### config.mk
export PLATFORM = sky130hd
export DESIGN_NAME = trapezoidal_joint_profile_flat
export DESIGN_NICKNAME = d
export VERILOG_FILES = /design/src/hdl/tjp_pkg.sv /design/src/hdl/tjp_if.sv /design/src/hdl/tjp_fifo.sv /design/src/hdl/tjp_front.sv /design/src/hdl/tjp_back.sv /design/src/hdl/trapezoidal_joint_profile.sv /design/src/flat_wrapper.sv
export SDC_FILE = /design/constraint.sdc
export NUM_CORES = 2
export LEC_CHECK = 0
export BUFFER_PORTS_ARGS = -buffer_cell sky130_fd_sc_hd__buf_4
export CELL_PAD_IN_SITES_DETAIL_PLACEMENT = 1
export CELL_PAD_IN_SITES_GLOBAL_PLACEMENT = 1
export CORE_MARGIN = 4
export CORE_UTILIZATION = 50
export CTS_BUF_LIST = sky130_fd_sc_hd__clkbuf_4 sky130_fd_sc_hd__clkbuf_8 sky130_fd_sc_hd__clkbuf_16
export DETAILED_ROUTE_END_ITERATION = 6
export PLACE_DENSITY = 0.84
export SETUP_SLACK_MARGIN = 0.5
export SLEW_MARGIN = 10
export SYNTH_ARGS = -nofsm -noshare
export SYNTH_HDL_FRONTEND = slang
export SYNTH_SLANG_ARGS = --single-unit
### constraint.sdc
create_clock -name clk_i -period 38.4 [get_ports clk_i]
set_clock_uncertainty 0.2 [all_clocks]
set_input_delay 3.84 -clock clk_i [delete_from_list [all_inputs] [get_ports clk_i]]
set_output_delay 3.84 -clock clk_i [all_outputs]
set_load 0.01 [all_outputs]
### src/hdl/tjp_pkg.sv
// Shared types and codes for the trapezoidal joint profile generator.
package tjp_pkg;

  // Item opcodes
  localparam logic OP_LOAD = 1'b0;
  localparam logic OP_TICK = 1'b1;

  // Register indexes on the config port
  localparam logic REG_ACCEL   = 1'b0;
  localparam logic REG_SEGMENT = 1'b1;

  localparam int ANGLE_W   = 32;
  localparam int TIME_W    = 32;
  localparam int ACCEL_W   = 10;
  localparam int JOINT_W   = 3;
  localparam int POS_OUTS  = 6;
  // num/den hold up to twice the widest tick count
  localparam int NUM_MAX_W = 32;

  localparam logic [ACCEL_W-1:0] ACCEL_RESET   = 10'd50;
  localparam int                 SEGMENT_RESET = 200;

  // One queued job: either a joint load or a classified tick
  typedef struct packed {
    logic                 tick;
    logic [JOINT_W-1:0]   joint;
    logic [ANGLE_W-1:0]   start_angle;
    logic [ANGLE_W-1:0]   end_angle;
    logic [NUM_MAX_W-1:0] num;
    logic [NUM_MAX_W-1:0] den;
    logic [TIME_W-1:0]    time_ticks;
    logic                 last;
  } job_t;

  typedef enum logic [2:0] {
    BK_IDLE,
    BK_DIFF,
    BK_MUL,
    BK_RND,
    BK_DIV,
    BK_FIX,
    BK_SEND
  } back_state_e;

endpackage

### src/hdl/tjp_if.sv
// Valid/ready channel interfaces for input items and result words.
interface tjp_req_if;
  logic        valid;
  logic        ready;
  logic        op;
  logic [2:0]  joint;
  logic [31:0] start_angle;
  logic [31:0] end_angle;
  modport source (output valid, output op, output joint, output start_angle,
                  output end_angle, input ready);
  modport sink   (input valid, input op, input joint, input start_angle,
                  input end_angle, output ready);
endinterface

interface tjp_rsp_if;
  logic        valid;
  logic        ready;
  logic [31:0] time_ticks;
  logic [31:0] pos_j0;
  logic [31:0] pos_j1;
  logic [31:0] pos_j2;
  logic [31:0] pos_j3;
  logic [31:0] pos_j4;
  logic [31:0] pos_j5;
  logic        segment_end;
  modport source (output valid, output time_ticks, output pos_j0, output pos_j1,
                  output pos_j2, output pos_j3, output pos_j4, output pos_j5,
                  output segment_end, input ready);
  modport sink   (input valid, input time_ticks, input pos_j0, input pos_j1,
                  input pos_j2, input pos_j3, input pos_j4, input pos_j5,
                  input segment_end, output ready);
endinterface

### src/hdl/tjp_fifo.sv
// Small register queue between the front and back parts.
module tjp_fifo #(
  parameter int WIDTH = 8,
  parameter int DEPTH = 2
) (
  input  logic             clk_i,
  input  logic             rst_ni,
  input  logic             push_i,
  input  logic [WIDTH-1:0] data_i,
  output logic             full_o,
  input  logic             pop_i,
  output logic [WIDTH-1:0] data_o,
  output logic             empty_o
);
  localparam int PW = (DEPTH > 1) ? $clog2(DEPTH) : 1;

  logic [WIDTH-1:0] mem_q [DEPTH];
  logic [PW-1:0]    wr_q, wr_d, rd_q, rd_d;
  logic [PW:0]      cnt_q, cnt_d;
  logic             do_push, do_pop;

  assign full_o  = (cnt_q == (PW+1)'(DEPTH));
  assign empty_o = (cnt_q == '0);
  assign do_push = push_i && !full_o;
  assign do_pop  = pop_i && !empty_o;
  assign data_o  = mem_q[rd_q];

  always_comb begin
    wr_d  = wr_q;
    rd_d  = rd_q;
    cnt_d = cnt_q;
    if (do_push) begin
      wr_d = (wr_q == PW'(DEPTH-1)) ? '0 : wr_q + 1'b1;
    end
    if (do_pop) begin
      rd_d = (rd_q == PW'(DEPTH-1)) ? '0 : rd_q + 1'b1;
    end
    if (do_push && !do_pop) begin
      cnt_d = cnt_q + 1'b1;
    end else if (do_pop && !do_push) begin
      cnt_d = cnt_q - 1'b1;
    end
  end

  always_ff @(posedge clk_i or negedge rst_ni) begin
    if (!rst_ni) begin
      wr_q  <= '0;
      rd_q  <= '0;
      cnt_q <= '0;
    end else begin
      wr_q  <= wr_d;
      rd_q  <= rd_d;
      cnt_q <= cnt_d;
    end
  end

  always_ff @(posedge clk_i) begin
    if (do_push) begin
      mem_q[wr_q] <= data_i;
    end
  end
endmodule

### src/hdl/tjp_front.sv
// Front part: accepts items, keeps segment time and works out each tick's phase terms.
module tjp_front #(
  parameter int JOINTS     = 6,
  parameter int TICK_WIDTH = 11
) (
  input  logic                          clk_i,
  input  logic                          rst_ni,
  tjp_req_if.sink                       req_i,
  input  logic [tjp_pkg::ACCEL_W-1:0]   accel_i,
  input  logic [TICK_WIDTH-1:0]         segment_i,
  input  logic                          full_i,
  output logic                          push_o,
  output tjp_pkg::job_t                 job_o
);
  localparam int TW = TICK_WIDTH;
  localparam int NW = 2 * TICK_WIDTH;
  localparam int AW = (tjp_pkg::ACCEL_W > TW) ? tjp_pkg::ACCEL_W : TW;

  logic [TW-1:0]  tick_q, tick_d;
  logic [31:0]    base_q, base_d;
  logic [TW-1:0]  seg_t, half_t, a_t, ta_t, tq, u_t;
  logic [AW-1:0]  a_w;
  logic [TW:0]    two_t_m_a;
  logic [NW:0]    lin;
  logic [NW-1:0]  num, den, sq_t, sq_u;
  logic           last, accept, joint_ok;

  assign req_i.ready = !full_i;
  assign accept      = req_i.valid && !full_i;
  assign joint_ok    = ({1'b0, req_i.joint} < 4'(JOINTS));
  assign push_o      = accept && ((req_i.op == tjp_pkg::OP_TICK) || joint_ok);

  always_comb begin
    seg_t  = (segment_i < TW'(2)) ? TW'(2) : segment_i;
    half_t = seg_t >> 1;
    a_w    = (accel_i == '0) ? AW'(1) : AW'(accel_i);
    if (a_w > AW'(half_t)) begin
      a_w = AW'(half_t);
    end
    a_t  = a_w[TW-1:0];
    ta_t = seg_t - a_t;
    tq   = (tick_q > seg_t) ? seg_t : tick_q;
    last = (tq == seg_t);
    // closed-form numerator of the distance fraction per phase
    two_t_m_a = {tq, 1'b0} - (TW+1)'(a_t);
    sq_t      = NW'(tq) * NW'(tq);
    u_t       = tq - ta_t;
    sq_u      = NW'(u_t) * NW'(u_t);
    lin       = (NW+1)'(a_t) * (NW+1)'(two_t_m_a);
    if (tq <= a_t) begin
      num = sq_t;
    end else if (tq <= ta_t) begin
      num = lin[NW-1:0];
    end else begin
      num = lin[NW-1:0] - sq_u;
    end
    den = NW'({NW'(a_t) * NW'(ta_t), 1'b0});
  end

  always_comb begin
    job_o             = '0;
    job_o.tick        = req_i.op;
    job_o.joint       = req_i.joint;
    job_o.start_angle = req_i.start_angle;
    job_o.end_angle   = req_i.end_angle;
    job_o.num         = tjp_pkg::NUM_MAX_W'(num);
    job_o.den         = tjp_pkg::NUM_MAX_W'(den);
    job_o.time_ticks  = base_q + 32'(tq);
    job_o.last        = last;
  end

  always_comb begin
    tick_d = tick_q;
    base_d = base_q;
    if (accept && (req_i.op == tjp_pkg::OP_TICK)) begin
      if (last) begin
        tick_d = '0;
        base_d = base_q + 32'(seg_t);
      end else begin
        tick_d = tq + 1'b1;
      end
    end
  end

  always_ff @(posedge clk_i or negedge rst_ni) begin
    if (!rst_ni) begin
      tick_q <= '0;
      base_q <= '0;
    end else begin
      tick_q <= tick_d;
      base_q <= base_d;
    end
  end
endmodule

### src/hdl/tjp_back.sv
// Back part: joint stores, shared multiplier and divider, result word register.
module tjp_back #(
  parameter int JOINTS     = 6,
  parameter int POS_WIDTH  = 32,
  parameter int TICK_WIDTH = 11
) (
  input  logic          clk_i,
  input  logic          rst_ni,
  input  logic          job_valid_i,
  input  tjp_pkg::job_t job_i,
  output logic          job_pop_o,
  tjp_rsp_if.source     rsp_o
);
  localparam int NW    = 2 * TICK_WIDTH;
  localparam int MW    = 32;
  localparam int QB    = 32;
  localparam int RADIX = 4;
  localparam int ITER  = QB / RADIX;
  localparam int CW    = $clog2(ITER);
  localparam int XW    = MW + NW;
  localparam int JW    = (JOINTS > 1) ? $clog2(JOINTS) : 1;
  localparam int NE    = (JOINTS < tjp_pkg::POS_OUTS) ? JOINTS : tjp_pkg::POS_OUTS;
  localparam int QW    = (POS_WIDTH > 34) ? POS_WIDTH : 34;
  localparam logic [QW-1:0] PMAX = {{(QW-POS_WIDTH+1){1'b0}}, {(POS_WIDTH-1){1'b1}}};
  localparam logic [QW-1:0] PMIN = ~PMAX;

  tjp_pkg::back_state_e state_q, state_d;

  logic [31:0]    start_q [JOINTS];
  logic [31:0]    end_q   [JOINTS];
  logic [NW-1:0]  num_q, den_q, rem_q;
  logic [31:0]    time_q;
  logic           last_q;
  logic [JW-1:0]  jidx_q;
  logic           neg_q;
  logic [31:0]    s_q;
  logic [MW-1:0]  mag_q;
  logic [XW-1:0]  x_q;
  logic [QB-1:0]  dvd_q, quo_q;
  logic [CW-1:0]  cnt_q;
  logic [31:0]    pos_q [NE];

  logic           out_valid_q;
  logic [31:0]    out_time_q;
  logic [31:0]    out_pos_q [NE];
  logic           out_last_q;

  // control decode
  logic pop, take_tick, last_joint, div_done, send;
  logic out_free;

  // datapath
  logic [32:0]       diff;
  logic [XW-1:0]     xr;
  logic [QB+NW-1:0]  xext;
  logic [NW:0]       r_n;
  logic [QB-1:0]     d_n, q_n;
  logic [QW-1:0]     sx, rr, qs;

  assign out_free   = !out_valid_q || rsp_o.ready;
  assign last_joint = (jidx_q == JW'(NE-1));
  assign div_done   = (cnt_q == CW'(ITER-1));

  always_comb begin
    state_d = state_q;
    case (state_q)
      tjp_pkg::BK_IDLE: begin
        if (job_valid_i && job_i.tick) state_d = tjp_pkg::BK_DIFF;
      end
      tjp_pkg::BK_DIFF: state_d = tjp_pkg::BK_MUL;
      tjp_pkg::BK_MUL:  state_d = tjp_pkg::BK_RND;
      tjp_pkg::BK_RND:  state_d = tjp_pkg::BK_DIV;
      tjp_pkg::BK_DIV: begin
        if (div_done) state_d = tjp_pkg::BK_FIX;
      end
      tjp_pkg::BK_FIX: state_d = last_joint ? tjp_pkg::BK_SEND : tjp_pkg::BK_DIFF;
      tjp_pkg::BK_SEND: begin
        if (out_free) state_d = tjp_pkg::BK_IDLE;
      end
      default: state_d = tjp_pkg::BK_IDLE;
    endcase
  end

  always_comb begin
    pop       = 1'b0;
    take_tick = 1'b0;
    send      = 1'b0;
    case (state_q)
      tjp_pkg::BK_IDLE: begin
        pop       = job_valid_i;
        take_tick = job_valid_i && job_i.tick;
      end
      tjp_pkg::BK_SEND: send = out_free;
      default: ;
    endcase
  end

  assign job_pop_o = pop;

  // four restoring division steps per cycle
  always_comb begin
    r_n = {1'b0, rem_q};
    d_n = dvd_q;
    q_n = quo_q;
    for (int k = 0; k < RADIX; k++) begin
      r_n = {r_n[NW-1:0], d_n[QB-1]};
      d_n = {d_n[QB-2:0], 1'b0};
      if (r_n >= {1'b0, den_q}) begin
        r_n = r_n - {1'b0, den_q};
        q_n = {q_n[QB-2:0], 1'b1};
      end else begin
        q_n = {q_n[QB-2:0], 1'b0};
      end
    end
  end

  always_comb begin
    diff = {end_q[jidx_q][31], end_q[jidx_q]} - {start_q[jidx_q][31], start_q[jidx_q]};
    xr   = x_q + XW'(den_q >> 1);
    xext = (QB+NW)'(xr);
    sx   = {{(QW-32){s_q[31]}}, s_q};
    rr   = QW'(quo_q);
    qs   = neg_q ? (sx - rr) : (sx + rr);
    if ($signed(qs) > $signed(PMAX)) begin
      qs = PMAX;
    end else if ($signed(qs) < $signed(PMIN)) begin
      qs = PMIN;
    end
  end

  always_ff @(posedge clk_i or negedge rst_ni) begin
    if (!rst_ni) begin
      state_q     <= tjp_pkg::BK_IDLE;
      out_valid_q <= 1'b0;
      jidx_q      <= '0;
      cnt_q       <= '0;
    end else begin
      state_q <= state_d;
      if (send) begin
        out_valid_q <= 1'b1;
      end else if (rsp_o.ready) begin
        out_valid_q <= 1'b0;
      end
      if (take_tick) begin
        jidx_q <= '0;
      end else if ((state_q == tjp_pkg::BK_FIX) && !last_joint) begin
        jidx_q <= jidx_q + 1'b1;
      end
      if (state_q == tjp_pkg::BK_RND) begin
        cnt_q <= '0;
      end else if (state_q == tjp_pkg::BK_DIV) begin
        cnt_q <= cnt_q + 1'b1;
      end
    end
  end

  always_ff @(posedge clk_i) begin
    if (pop && !job_i.tick) begin
      start_q[job_i.joint[JW-1:0]] <= job_i.start_angle;
      end_q[job_i.joint[JW-1:0]]   <= job_i.end_angle;
    end
    if (take_tick) begin
      num_q  <= job_i.num[NW-1:0];
      den_q  <= job_i.den[NW-1:0];
      time_q <= job_i.time_ticks;
      last_q <= job_i.last;
    end
    case (state_q)
      tjp_pkg::BK_DIFF: begin
        neg_q <= diff[32];
        s_q   <= start_q[jidx_q];
        mag_q <= diff[32] ? MW'(-diff) : diff[MW-1:0];
      end
      tjp_pkg::BK_MUL: x_q <= XW'(mag_q) * XW'(num_q);
      tjp_pkg::BK_RND: begin
        rem_q <= xext[QB+NW-1:QB];
        dvd_q <= xext[QB-1:0];
        quo_q <= '0;
      end
      tjp_pkg::BK_DIV: begin
        rem_q <= r_n[NW-1:0];
        dvd_q <= d_n;
        quo_q <= q_n;
      end
      tjp_pkg::BK_FIX: pos_q[jidx_q[JW-1:0]] <= qs[31:0];
      default: ;
    endcase
    if (send) begin
      out_time_q <= time_q;
      out_last_q <= last_q;
      for (int k = 0; k < NE; k++) begin
        out_pos_q[k] <= pos_q[k];
      end
    end
  end

  logic [31:0] pos_w [tjp_pkg::POS_OUTS];
  for (genvar g = 0; g < tjp_pkg::POS_OUTS; g++) begin : g_pos
    if (g < NE) begin : g_used
      assign pos_w[g] = out_pos_q[g];
    end else begin : g_zero
      assign pos_w[g] = '0;
    end
  end

  assign rsp_o.valid       = out_valid_q;
  assign rsp_o.time_ticks  = out_time_q;
  assign rsp_o.segment_end = out_last_q;
  assign rsp_o.pos_j0      = pos_w[0];
  assign rsp_o.pos_j1      = pos_w[1];
  assign rsp_o.pos_j2      = pos_w[2];
  assign rsp_o.pos_j3      = pos_w[3];
  assign rsp_o.pos_j4      = pos_w[4];
  assign rsp_o.pos_j5      = pos_w[5];
endmodule

### src/hdl/trapezoidal_joint_profile.sv
// Top level: config registers, front part, job queue and back part.
// Load words are taken by the back part in its idle state. A tick word runs through the
// states DIFF, MUL, RND, DIV and FIX per emitted joint (up to six), then SEND; the
// shared 32 x 2*TICK_WIDTH multiplier and the 4-bit-per-cycle divider serve each joint
// in turn. A two-entry queue lets the front accept words while the back works, and the
// result register holds a finished word until it is taken. No clearing pass after reset.
module trapezoidal_joint_profile #(
  parameter int JOINTS     = 6,
  parameter int POS_WIDTH  = 32,
  parameter int TICK_WIDTH = 11
) (
  input  logic        clk_i,
  input  logic        rst_ni,
  tjp_req_if.sink     req_i,
  tjp_rsp_if.source   rsp_o,
  input  logic        psel,
  input  logic        penable,
  input  logic        pwrite,
  input  logic [2:0]  paddr,
  input  logic [31:0] pwdata,
  output logic [31:0] prdata,
  output logic        pready
);
  localparam int JOB_W = $bits(tjp_pkg::job_t);

  logic [tjp_pkg::ACCEL_W-1:0] accel_q;
  logic [TICK_WIDTH-1:0]       segment_q;
  logic                        wr_en;

  tjp_pkg::job_t front_job, back_job;
  logic [JOB_W-1:0] back_raw;
  logic push, full, pop, empty;

  assign pready = 1'b1;
  assign wr_en  = psel && penable && pwrite;

  always_ff @(posedge clk_i or negedge rst_ni) begin
    if (!rst_ni) begin
      accel_q   <= tjp_pkg::ACCEL_RESET;
      segment_q <= TICK_WIDTH'(tjp_pkg::SEGMENT_RESET);
    end else if (wr_en) begin
      case (paddr[2])
        tjp_pkg::REG_ACCEL:   accel_q   <= pwdata[tjp_pkg::ACCEL_W-1:0];
        tjp_pkg::REG_SEGMENT: segment_q <= pwdata[TICK_WIDTH-1:0];
        default: ;
      endcase
    end
  end

  always_comb begin
    case (paddr[2])
      tjp_pkg::REG_ACCEL:   prdata = 32'(accel_q);
      tjp_pkg::REG_SEGMENT: prdata = 32'(segment_q);
      default:              prdata = '0;
    endcase
  end

  tjp_front #(
    .JOINTS     (JOINTS),
    .TICK_WIDTH (TICK_WIDTH)
  ) u_front (
    .clk_i     (clk_i),
    .rst_ni    (rst_ni),
    .req_i     (req_i),
    .accel_i   (accel_q),
    .segment_i (segment_q),
    .full_i    (full),
    .push_o    (push),
    .job_o     (front_job)
  );

  tjp_fifo #(
    .WIDTH (JOB_W),
    .DEPTH (2)
  ) u_fifo (
    .clk_i   (clk_i),
    .rst_ni  (rst_ni),
    .push_i  (push),
    .data_i  (front_job),
    .full_o  (full),
    .pop_i   (pop),
    .data_o  (back_raw),
    .empty_o (empty)
  );

  assign back_job = tjp_pkg::job_t'(back_raw);

  tjp_back #(
    .JOINTS     (JOINTS),
    .POS_WIDTH  (POS_WIDTH),
    .TICK_WIDTH (TICK_WIDTH)
  ) u_back (
    .clk_i       (clk_i),
    .rst_ni      (rst_ni),
    .job_valid_i (!empty),
    .job_i       (back_job),
    .job_pop_o   (pop),
    .rsp_o       (rsp_o)
  );
endmodule
### src/flat_wrapper.sv
// flat-port wrapper written by rule: the top's interface ports become plain ports
module trapezoidal_joint_profile_flat 
#(
  parameter int JOINTS     = 6,
  parameter int POS_WIDTH  = 32,
  parameter int TICK_WIDTH = 11
)
  (clk_i, rst_ni, psel, penable, pwrite, paddr, pwdata, prdata, pready, req_i_valid, req_i_op, req_i_joint, req_i_start_angle, req_i_end_angle, req_i_ready, rsp_o_valid, rsp_o_time_ticks, rsp_o_pos_j0, rsp_o_pos_j1, rsp_o_pos_j2, rsp_o_pos_j3, rsp_o_pos_j4, rsp_o_pos_j5, rsp_o_segment_end, rsp_o_ready);
  tjp_req_if req_i_i ();
  tjp_rsp_if rsp_o_i ();
  input  logic clk_i;
  input  logic rst_ni;
  input  logic psel;
  input  logic penable;
  input  logic pwrite;
  input  logic [2:0] paddr;
  input  logic [31:0] pwdata;
  output logic [31:0] prdata;
  output logic pready;
  input wire logic [$bits(req_i_i.valid)-1:0] req_i_valid;
  input wire logic [$bits(req_i_i.op)-1:0] req_i_op;
  input wire logic [$bits(req_i_i.joint)-1:0] req_i_joint;
  input wire logic [$bits(req_i_i.start_angle)-1:0] req_i_start_angle;
  input wire logic [$bits(req_i_i.end_angle)-1:0] req_i_end_angle;
  output wire logic [$bits(req_i_i.ready)-1:0] req_i_ready;
  output wire logic [$bits(rsp_o_i.valid)-1:0] rsp_o_valid;
  output wire logic [$bits(rsp_o_i.time_ticks)-1:0] rsp_o_time_ticks;
  output wire logic [$bits(rsp_o_i.pos_j0)-1:0] rsp_o_pos_j0;
  output wire logic [$bits(rsp_o_i.pos_j1)-1:0] rsp_o_pos_j1;
  output wire logic [$bits(rsp_o_i.pos_j2)-1:0] rsp_o_pos_j2;
  output wire logic [$bits(rsp_o_i.pos_j3)-1:0] rsp_o_pos_j3;
  output wire logic [$bits(rsp_o_i.pos_j4)-1:0] rsp_o_pos_j4;
  output wire logic [$bits(rsp_o_i.pos_j5)-1:0] rsp_o_pos_j5;
  output wire logic [$bits(rsp_o_i.segment_end)-1:0] rsp_o_segment_end;
  input wire logic [$bits(rsp_o_i.ready)-1:0] rsp_o_ready;
  assign req_i_i.valid = req_i_valid;
  assign req_i_i.op = req_i_op;
  assign req_i_i.joint = req_i_joint;
  assign req_i_i.start_angle = req_i_start_angle;
  assign req_i_i.end_angle = req_i_end_angle;
  assign req_i_ready = req_i_i.ready;
  assign rsp_o_valid = rsp_o_i.valid;
  assign rsp_o_time_ticks = rsp_o_i.time_ticks;
  assign rsp_o_pos_j0 = rsp_o_i.pos_j0;
  assign rsp_o_pos_j1 = rsp_o_i.pos_j1;
  assign rsp_o_pos_j2 = rsp_o_i.pos_j2;
  assign rsp_o_pos_j3 = rsp_o_i.pos_j3;
  assign rsp_o_pos_j4 = rsp_o_i.pos_j4;
  assign rsp_o_pos_j5 = rsp_o_i.pos_j5;
  assign rsp_o_segment_end = rsp_o_i.segment_end;
  assign rsp_o_i.ready = rsp_o_ready;
  trapezoidal_joint_profile #(.JOINTS(JOINTS), .POS_WIDTH(POS_WIDTH), .TICK_WIDTH(TICK_WIDTH)) u_core (.clk_i(clk_i), .rst_ni(rst_ni), .req_i(req_i_i), .rsp_o(rsp_o_i), .psel(psel), .penable(penable), .pwrite(pwrite), .paddr(paddr), .pwdata(pwdata), .prdata(prdata), .pready(pready));
endmodule
==> metrics.md <==
| Metric | Value |
|---|---|
| Die width | 460 um |
| Hold buffers post-CTS | 0 |
| Post-synth EDFFs | 1,370 |
| CTS max path bufs | 3 |
| GRT Total Usage | 0.297 |
| H-tree Lvls | 4 |
| Commonest cells after routing, fill and taps aside | edfxtp_1 (1,370), inv_1 (1,229), nand2_1 (972) |
| Largest net degree at the start of global routing | 87 |
| Grt ovf | 0 |
| Crit Path Max Fanout | 24 |
| Critical Path Max Stage Delay | 0.73 ns |
| Crit-path most repeated cell | fa_1 |
| HPWL after DPL | about 230 mm |
| FF+latch count, synth | about 1,400 |
| Commonest non-fill, non-tap cell in the layout | edfxtp_1 |
| Share of layout cells above drive strength 1 | 0.119 |
| Min-Delay Path Class | flip-flop to flip-flop |
| Core area | slightly above 200,000 um^2 |
| Vias | just over 70,000 |
| Required time worst endpoint | slightly below 40 ns |
| Crit path capture type | flip-flop |
| TritonCTS clock tree | done |
| Final worst path period share | 0.435 |
| Die height | 460 um |
| Worst skew pair latency | between 0.8 and 0.9 ns |
| Avg WL per Cell | about 26 um |
| Final Hold Viols | 0 |
| Setup Buffers After CTS | 0 |
| # DRC | 0 |
| FP Rows | between 150 and 200 |
| Syn Inst Count | between 8,000 and 9,000 |
| Mapped Area | around 100,000 um^2 |
| I/O Pins | 370 |
| Ys flop type | edfxtp_1 |
| Post-synthesis sequential area ratio | 0.423 |
| DRT antenna net count | 0 |
| Area Overhead vs Synth | 11.1% |
| TNS Setup | 0 ns |
| Min Tclk post-route | 16.71 ns |
| Initial Util | 0.503 |
| Slew margin rel. | 0.0390 |
| Slew Viols, Final | 0 |
| Yosys cell types | just under 100 |
| Slew @ Worst Pin | approximately 1.4 ns |
| NumNets Final | roughly 11,000 |
| CP arrival | roughly 17 ns |
| Final WL | between 300 and 400 mm |
| Yosys warning count | 0 |
| CTS Buf Count | roughly 160 |
| CP max-delay cell | o41ai_1 |
| Initial antenna violation count | 13 |
| Setup violations, final | 0 |
| GPL Wtd Cong | ~0.91 |
| TritonCTS sink count | between 1,000 and 1,500 |
| Vias per Instance | 5.94 |
| Worst setup SP type | flip-flop |
| Mean post-synth cell area | about 11 um^2 |
| Status | finished clean |
| Root Driver | clkbuf_16 |
| RSZ-0062 raised after global routing | false |
| MaxCap Viol Count | 0 |
| Die area | ~210,000 um^2 |
| Pre-antenna DRT Iters | 6 |
| Cts repair resizes | 0 |
| DR iter-0 viols | a little over 6,000 |
| Async set-reset flop share out of synthesis | 0.0539 |
| Maximum clock rate | approximately 0.060 GHz |
| Vias in the first global route | about 80,000 |
| Critical path class | flip-flop to flip-flop |
| Global-route wire length before repair | approximately 480 mm |
| Reg clk slew, reported paths | 0.06 ns |
| IO buf count | 324 |
==> worst max-delay path: cells and delay by family (launching register included) <==
| family | cells | cell delay (ns) |
|---|---|---|
| buffers and inverters | 8 | 1.85 |
| AND/OR/NAND/NOR | 7 | 1.24 |
| flip-flops | 1 | 0.55 |
| AO/OA/AOI/OAI | 18 | 5.15 |
| adder cells (fa/ha/maj) | 13 | 6.17 |
| XOR/XNOR | 4 | 1.23 |
==> cells in the mapped netlist (13+ instances only) <==
cell / instances / area [um^2]
nand4_1: 53 / 332
a21o_1: 127 / 953
o31a_1: 21 / 184
nor3_1: 113 / 566
o21bai_1: 58 / 435
o221ai_1: 17 / 149
inv_1: 1230 / 4620
fa_1: 904 / 18100
dfrtp_1: 72 / 1800
a21boi_0: 20 / 150
a21oi_1: 318 / 1590
o21a_1: 54 / 405
xor2_1: 155 / 1360
mux2i_1: 48 / 480
a211oi_1: 68 / 510
edfxtp_1: 1370 / 41100
nand2_1: 972 / 3650
buf_1: 21 / 78.8
nor4_1: 18 / 113
o211ai_1: 25 / 188
clkbuf_1: 305 / 1140
nand2b_1: 69 / 432
a31oi_1: 38 / 238
o21ai_0: 254 / 1270
o31ai_1: 29 / 218
and3_1: 49 / 307
o21ai_1: 13 / 65.1
or2_2: 38 / 238
nor2b_1: 54 / 338
mux2_2: 260 / 2930
and2_1: 221 / 1380
buf_4: 24 / 180
or3_1: 25 / 156
a22o_1: 37 / 324
nor2_1: 507 / 1900
ha_1: 662 / 8280
nand3_1: 71 / 355
a211o_1: 13 / 114
a22oi_1: 61 / 458
xnor2_1: 304 / 2660
==> stage by stage <==
step           setup WS [ns]  utilization  hold WS [ns]  std cells  cell area (um^2)
2_1_floorplan          24.02            -         0.200       8938            102000
3_3_place_gp           22.62        0.531         0.202      11720            108000
3_5_place_dp           22.17        0.531         0.206      11720            108000
4_1_cts                22.04        0.559         0.218      12010            113000
5_1_grt                20.74        0.559         0.225      12016            113000
6_report               21.69        0.559         0.214      12020            113000
==> final cells by class <==
cell class	count	area, um^2
timing repair buffer	471	3560
clock inverter	108	1400
fill	20973	89300
tap	2672	3340
sequential	1448	43100
clock buffer	182	4100
inverter	1245	4670
multi-input combinational	5886	53000
antenna	8	20.0
==> cells by family (layout without fill, tap and decap cells) <==
logic type | Yosys count | after routing | synth area share
buffers and inverters | 1604 | 2006 | 0.0602
xor gates and xnor gates | 459 | 459 | 0.0394
DFF | 1448 | 1448 | 0.423
other | 2 | 30 | 0.0000737
muxes | 319 | 319 | 0.0359
adders and majority gates | 1566 | 1566 | 0.259
AOI/OAI and AO/OA | 1264 | 1264 | 0.0816
and+or+nand+nor | 2256 | 2256 | 0.101
==> path summary, 6_finish.rpt <==
path / slack, ns / end / startpoint / cells after the start
setup / recovery: 21.69 / u_core.u_fifo.mem_q[1][75] / u_core.segment_q[2] / 50
hold / removal: 0.21 / u_core.u_back.rsp_o.time_ticks[9] / u_core.u_back.time_q[9] / 0
setup reg to reg: 21.69 / u_core.u_fifo.mem_q[1][75] / u_core.segment_q[2] / 50
hold reg to reg: 0.21 / u_core.u_back.rsp_o.time_ticks[9] / u_core.u_back.time_q[9] / 0
max in group asynchronous: 34.08 / u_core.u_back.rsp_o.valid / rst_ni / 2
min in group asynchronous: 2.75 / u_core.segment_q[8] / rst_ni / 1
==> metal layers <==
metal  wire, um  up-vias  track usage
li1           -    30690            -
met5         69        -            0
met4      18500        6        0.155
met1     119000    37010        0.358
met2     155000     2817        0.510
met3      20400      857       0.0521
==> registers in the layout, summed over array words and instances (netlist names), 32 cells and up <==
signal,count
u_core.u_back.out_pos_q,192
u_core.u_fifo.mem_q,288
u_core.u_back.mag_q,32
u_core.u_back.time_q,32
u_core.u_back.rsp_o.time_ticks,32
u_core.u_back.start_q,192
u_core.u_back.quo_q,32
u_core.u_front.base_q,32
u_core.u_back.x_q,54
u_core.u_back.dvd_q,32
u_core.u_back.end_q,192
u_core.u_back.s_q,32
u_core.u_back.pos_q,192
Power is not shown: default switching activity piles up to over one toggle a cycle in this logic, so the estimate is an artifact.
